--- config.mk ---
export PLATFORM = sky130hd
export DESIGN_NAME = btp_ctrl
export DESIGN_NICKNAME = d
export VERILOG_FILES = /design/src/rtl/btp_pkg.sv /design/src/rtl/btp_ctrl.sv
export SDC_FILE = /design/constraint.sdc
export NUM_CORES = 1
export LEC_CHECK = 0
export ABC_AREA = 1
export BUFFER_PORTS_ARGS = -buffer_cell sky130_fd_sc_hd__buf_2
export CORE_AREA = 2 2 39 41
export CTS_CLUSTER_SIZE = 12
export DETAILED_ROUTE_END_ITERATION = 8
export DIE_AREA = 0 0 41 43
export PLACE_DENSITY_LB_ADDON = 0.2
export REMOVE_ABC_BUFFERS = 1
export SLEW_MARGIN = 20
export SYNTH_ARGS = -nofsm -noshare
export SYNTH_HDL_FRONTEND = slang
export SYNTH_SLANG_ARGS = --single-unit
export TNS_END_PERCENT = 30
--- constraint.sdc ---
create_clock -name clk -period 2.5 [get_ports clk]
set_input_delay 0.125 -clock clk [delete_from_list [all_inputs] [get_ports clk]]
set_output_delay 0.125 -clock clk [all_outputs]
set_load 0.01 [all_outputs]
--- src/rtl/btp_pkg.sv ---
package btp_pkg;

	localparam int MAP_COLUMNS_DEF = 128;
	localparam int MAP_ROWS_DEF    = 256;

	localparam int PT_W     = 13;
	localparam int CANVAS_W = 12;
	localparam int RX_W     = 11;
	localparam int RY_W     = 11;
	localparam int RW_W     = 7;
	localparam int RH_W     = 5;

	localparam int CFG_IDX_W  = 2;
	localparam int CFG_DATA_W = 12;

	localparam logic [CFG_IDX_W-1:0] CFG_LARGE_MODE    = 2'd0;
	localparam logic [CFG_IDX_W-1:0] CFG_CANVAS_WIDTH  = 2'd1;
	localparam logic [CFG_IDX_W-1:0] CFG_CANVAS_HEIGHT = 2'd2;

	localparam logic [CANVAS_W-1:0] CANVAS_WIDTH_RST  = 12'd640;
	localparam logic [CANVAS_W-1:0] CANVAS_HEIGHT_RST = 12'd480;

	localparam int SMALL_CW    = 18;
	localparam int SMALL_CH    = 12;
	localparam int LARGE_CW    = 36;
	localparam int LARGE_CH    = 24;
	localparam int SMALL_JOINT = 2;
	localparam int LARGE_JOINT = 4;

	localparam int COL_MAX = (2**CANVAS_W - 1) / SMALL_CW;
	localparam int ROW_MAX = (2**CANVAS_W - 1) / SMALL_CH;
	localparam int COL_W   = $clog2(COL_MAX + 1);
	localparam int ROW_W   = $clog2(ROW_MAX + 1);

	// x/18 = (x>>1)/9, y/12 = (y>>2)/3, by reciprocal over 2^16; exact below 2^11
	localparam int RECIP_SHIFT = 16;
	localparam int RECIP9_W    = 14;
	localparam int RECIP3_W    = 15;
	localparam logic [RECIP9_W-1:0] RECIP9 = 14'd7282;
	localparam logic [RECIP3_W-1:0] RECIP3 = 15'd21846;

	localparam int EPOCH_W = 8;

	typedef struct packed {
		logic load;
		logic epoch_step;
		logic wipe;
		logic rd_nbr;
		logic commit;
	} btp_cmd_t;

	typedef struct packed {
		logic epoch_full;
		logic on_canvas;
		logic hit;
		logic wipe_last;
	} btp_stat_t;

endpackage

--- src/rtl/btp_ctrl.sv ---
module btp_ctrl
	import btp_pkg::*;
(
	input  logic      clk,
	input  logic      arst_n,
	input  logic      start,
	input  logic      new_stroke,
	input  btp_stat_t stat,
	output btp_cmd_t  cmd,
	output logic      busy,
	output logic      done
);

	typedef enum logic [3:0] {
		S_WIPE,
		S_IDLE,
		S_DIV,
		S_LIN,
		S_MOD1,
		S_MOD2,
		S_RDC,
		S_RDN,
		S_CHK
	} state_t;

	state_t state_q;
	logic   pending_q;
	logic   done_q;

	always_comb begin
		cmd            = '0;
		cmd.load       = (state_q == S_IDLE) && start;
		cmd.epoch_step = cmd.load && new_stroke;
		cmd.wipe       = (state_q == S_WIPE);
		cmd.rd_nbr     = (state_q == S_RDN);
		cmd.commit     = (state_q == S_CHK) && !stat.hit;
	end

	assign busy = (state_q != S_IDLE);
	assign done = done_q;

	always_ff @(posedge clk or negedge arst_n) begin
		if (!arst_n) begin
			state_q   <= S_WIPE;
			pending_q <= 1'b0;
			done_q    <= 1'b0;
		end else begin
			done_q <= 1'b0;
			unique case (state_q)
				S_WIPE: begin
					if (stat.wipe_last) begin
						state_q   <= pending_q ? S_DIV : S_IDLE;
						pending_q <= 1'b0;
					end
				end
				S_IDLE: begin
					if (start) begin
						if (new_stroke && stat.epoch_full) begin
							state_q   <= S_WIPE;
							pending_q <= 1'b1;
						end else begin
							state_q <= S_DIV;
						end
					end
				end
				S_DIV:  state_q <= S_LIN;
				S_LIN:  state_q <= stat.on_canvas ? S_MOD1 : S_IDLE;
				S_MOD1: state_q <= S_MOD2;
				S_MOD2: state_q <= S_RDC;
				S_RDC:  state_q <= S_RDN;
				S_RDN:  state_q <= S_CHK;
				S_CHK: begin
					state_q <= S_IDLE;
					done_q  <= !stat.hit;
				end
				default: state_q <= S_IDLE;
			endcase
		end
	end

endmodule

==> results.json <==
{
  "status": "finished, final reports clean",
  "cap_violations": 0,
  "gp_congestion": 0.756,
  "seq_area_frac_synth_pct": 39.6,
  "path_class": "flip-flop to output pin",
  "synth-edff-count": 0,
  "crit_path_start": "state_q[1]$_DFFE_PN0P_",
  "final_nets": 83,
  "drc_errors": 0,
  "numCtsBuffers": 3,
  "numPortBuffers": 14,
  "synth-adder-area-share_pct": 0,
  "synth-seq-cells": 6,
  "ant_nets": 0,
  "synthArstFlopShare_pct": 100,
  "worstRegToRegCells": 6,
  "skew_ns": 0.00171,
  "tightest_slew_ns": 0.308,
  "overflow": 0,
  "rsz0062_at_grt": "false",
  "synth_area_um2": 379,
  "wl_per_cell_um": 9.28,
  "postSynthAreaPerCell_um2": 6.89,
  "grt_pass1_vias": 344,
  "worstPathRequired_ns": 2.38,
  "setup_viol": 0,
  "muxShareOfSynthArea_pct": 0,
  "n_antenna_cell": 0,
  "netlist.area_leader.share_pct": 39.6,
  "r2r-end": "pending_q$_DFFE_PN0P_",
  "vias": 387,
  "synthCells": 55,
  "yosysWarningCount": 0,
  "critPathTopFamily": "flip-flops",
  "grt_util_all_layers_pct": 11.9,
  "synth-simple-area-share_pct": 43.2,
  "post-dp-hpwl_um": 678,
  "period_minus_slack_ns": 1.52,
  "path_cells": "nor2_1 > inv_1 > nor4_1 > buf_2",
  "final_common_cell": "buf_2",
  "start_util_pct": 27.4,
  "die_w_um": 41,
  "cp.depth": 4,
  "routed_via_density": 4.35,
  "drive_gt1_share_pct": 31.5,
  "cts-root-buf": "clkbuf_4",
  "cp-endpoint": "cmd[0]",
  "hold_class": "primary input to flip-flop",
  "final_cell_mix": "14 x buf_2, 13 x nand2_1, 10 x inv_1",
  "die_area_um2": 1760,
  "critPathLaunchType": "flip-flop",
  "area_delta_synth_final_pct": 32.3,
  "drtPass1Iterations": 4,
  "clkLatencyLatePin_ns": 0.24,
  "placed_area_um2": 469,
  "p_per_area_nw_per_um2": 1120,
  "cpMaxStageDelayCell": "dfrtp_1",
  "ys_top_cells_by_area": "dfrtp_1 40%, nand2_1 13%, inv_1 9.9%",
  "clkTransAtPathRegs_ns": 0.05,
  "reg2reg_setup_slack_ns": 1.30,
  "cts.repair.resized": 0,
  "hold_viol": 0,
  "synth_compound_area_share_pct": 5.28,
  "synth_top_family_by_area": "simple AND/OR/NAND/NOR gates",
  "cts_tree": "done",
  "relSlewSlack_pct": 79.3,
  "hold_depth": 2,
  "synth_ff_type": "dfrtp_1",
  "fin_setup_tns_ns": 0,
  "drtIter0Drc": 12,
  "io_pins": 15,
  "fmax_mhz": 658,
  "die_y_um": 43,
  "grt_first_pass_wirelength_mm": 1.36,
  "clock_sinks": 6,
  "cp-end-kind": "output pin",
  "peakVddDrop_mv": 0.363,
  "synth_xor_xnor_area_share_pct": 0,
  "r2r-start": "state_q[2]$_DFFE_PN0P_",
  "worstPathMaxFanout": 5,
  "path_buf_inv": 2,
  "yosysTopAreaCell": "dfrtp_1",
  "synth.distinct_cells": 16,
  "critPathArrivalTime_ns": 1.39,
  "antenna_found_initial": 0,
  "placement_rows": 14,
  "min_period_over_period_pct": 60.7,
  "core_um2": 1380,
  "grt_max_degree": 9,
  "leakagePower_uw": 0.000295,
  "drv_slew": 0,
  "fin_area_um2": 502,
  "crit_path_max_incr_delay_ns": 0.43,
  "routed_wl_um": 826,
  "cts_max_level": 1,
  "cts_buffer_depth": 2
}
[Yosys cell counts, types with 2 or more instances]
cell     count
dfrtp_1      6
inv_1       10
nand2_1     13
nand3_1      5
nor2_1       6
nor2_2       2
nor2_4       2
o21ai_0      3
[layer usage]
metal	part of all wire [%]	routed length, um	up-vias	global-route usage (%)
met5	0	0	-	0
met4	1.7	14	0	8.00
met3	8.0	66	2	4.71
met2	46	380	16	16.9
met1	44	364	162	13.9
li1	-	-	207	-
[area by class of cell]
class | instances | area [um^2]
multi-input combinational | 37 | 184
inverter | 12 | 45.0
fill | 146 | 882
sequential | 6 | 150
timing repair buffer | 15 | 80.1
clock buffer | 3 | 22.5
tap | 16 | 20.0
[logic make-up (layout without fill, tap and decap cells)]
group,Yosys count,in the layout
compound gates,4,4
simple gates,33,33
buf+inv,12,30
flops,6,6
[worst min path at each step]
stage,slack [ns],endpoint,startpoint
floorplan,-0.17,done$_DFF_PN0_,arst_n
global placement,-0.04,state_q[3]$_DFFE_PN0P_,arst_n
detailed placement,-0.04,done$_DFF_PN0_,arst_n
CTS,0.05,done$_DFF_PN0_,stat[1]
global route,0.04,done$_DFF_PN0_,stat[1]
finish,0.05,done$_DFF_PN0_,stat[1]
[power by group]
part	switching, uW	internal [uW]	total (uW)	leakage [uW]
clock	33.0	54.2	87.2	0.0000138
combinational	194	114	308	0.000203
sequential	38.6	130	169	0.0000782
total	266	298	564	0.000295
[registers in the layout (all words and copies together), names as in the netlist]
register   flops
pending_q      1
done           1
state_q        4
[stage by stage]
step | hold WS, ns | power (uW) | utilization (%) | worst slack [ns] | instances
3_5_place_dp | -0.0365 | 477 | 33.9 | 1.22 | 85
3_3_place_gp | -0.0387 | 480 | 33.9 | 1.19 | 85
5_1_grt | 0.0417 | 626 | 36.3 | 0.892 | 89
4_1_cts | 0.0491 | 569 | 36.3 | 0.965 | 89
2_1_floorplan | -0.171 | 399 | - | 1.28 | 55
6_report | 0.0527 | 564 | 36.3 | 0.981 | 89
[what timing repair did]
| item | CTS | global route |
|---|---|---|
| setup buffers | 0 | 0 |
| endpoints found under the setup margin | 0 | 0 |
| endpoints found under the hold margin | 6 | 0 |
| hold buffers | 1 | 0 |
(Power assumes the default switching activity.)
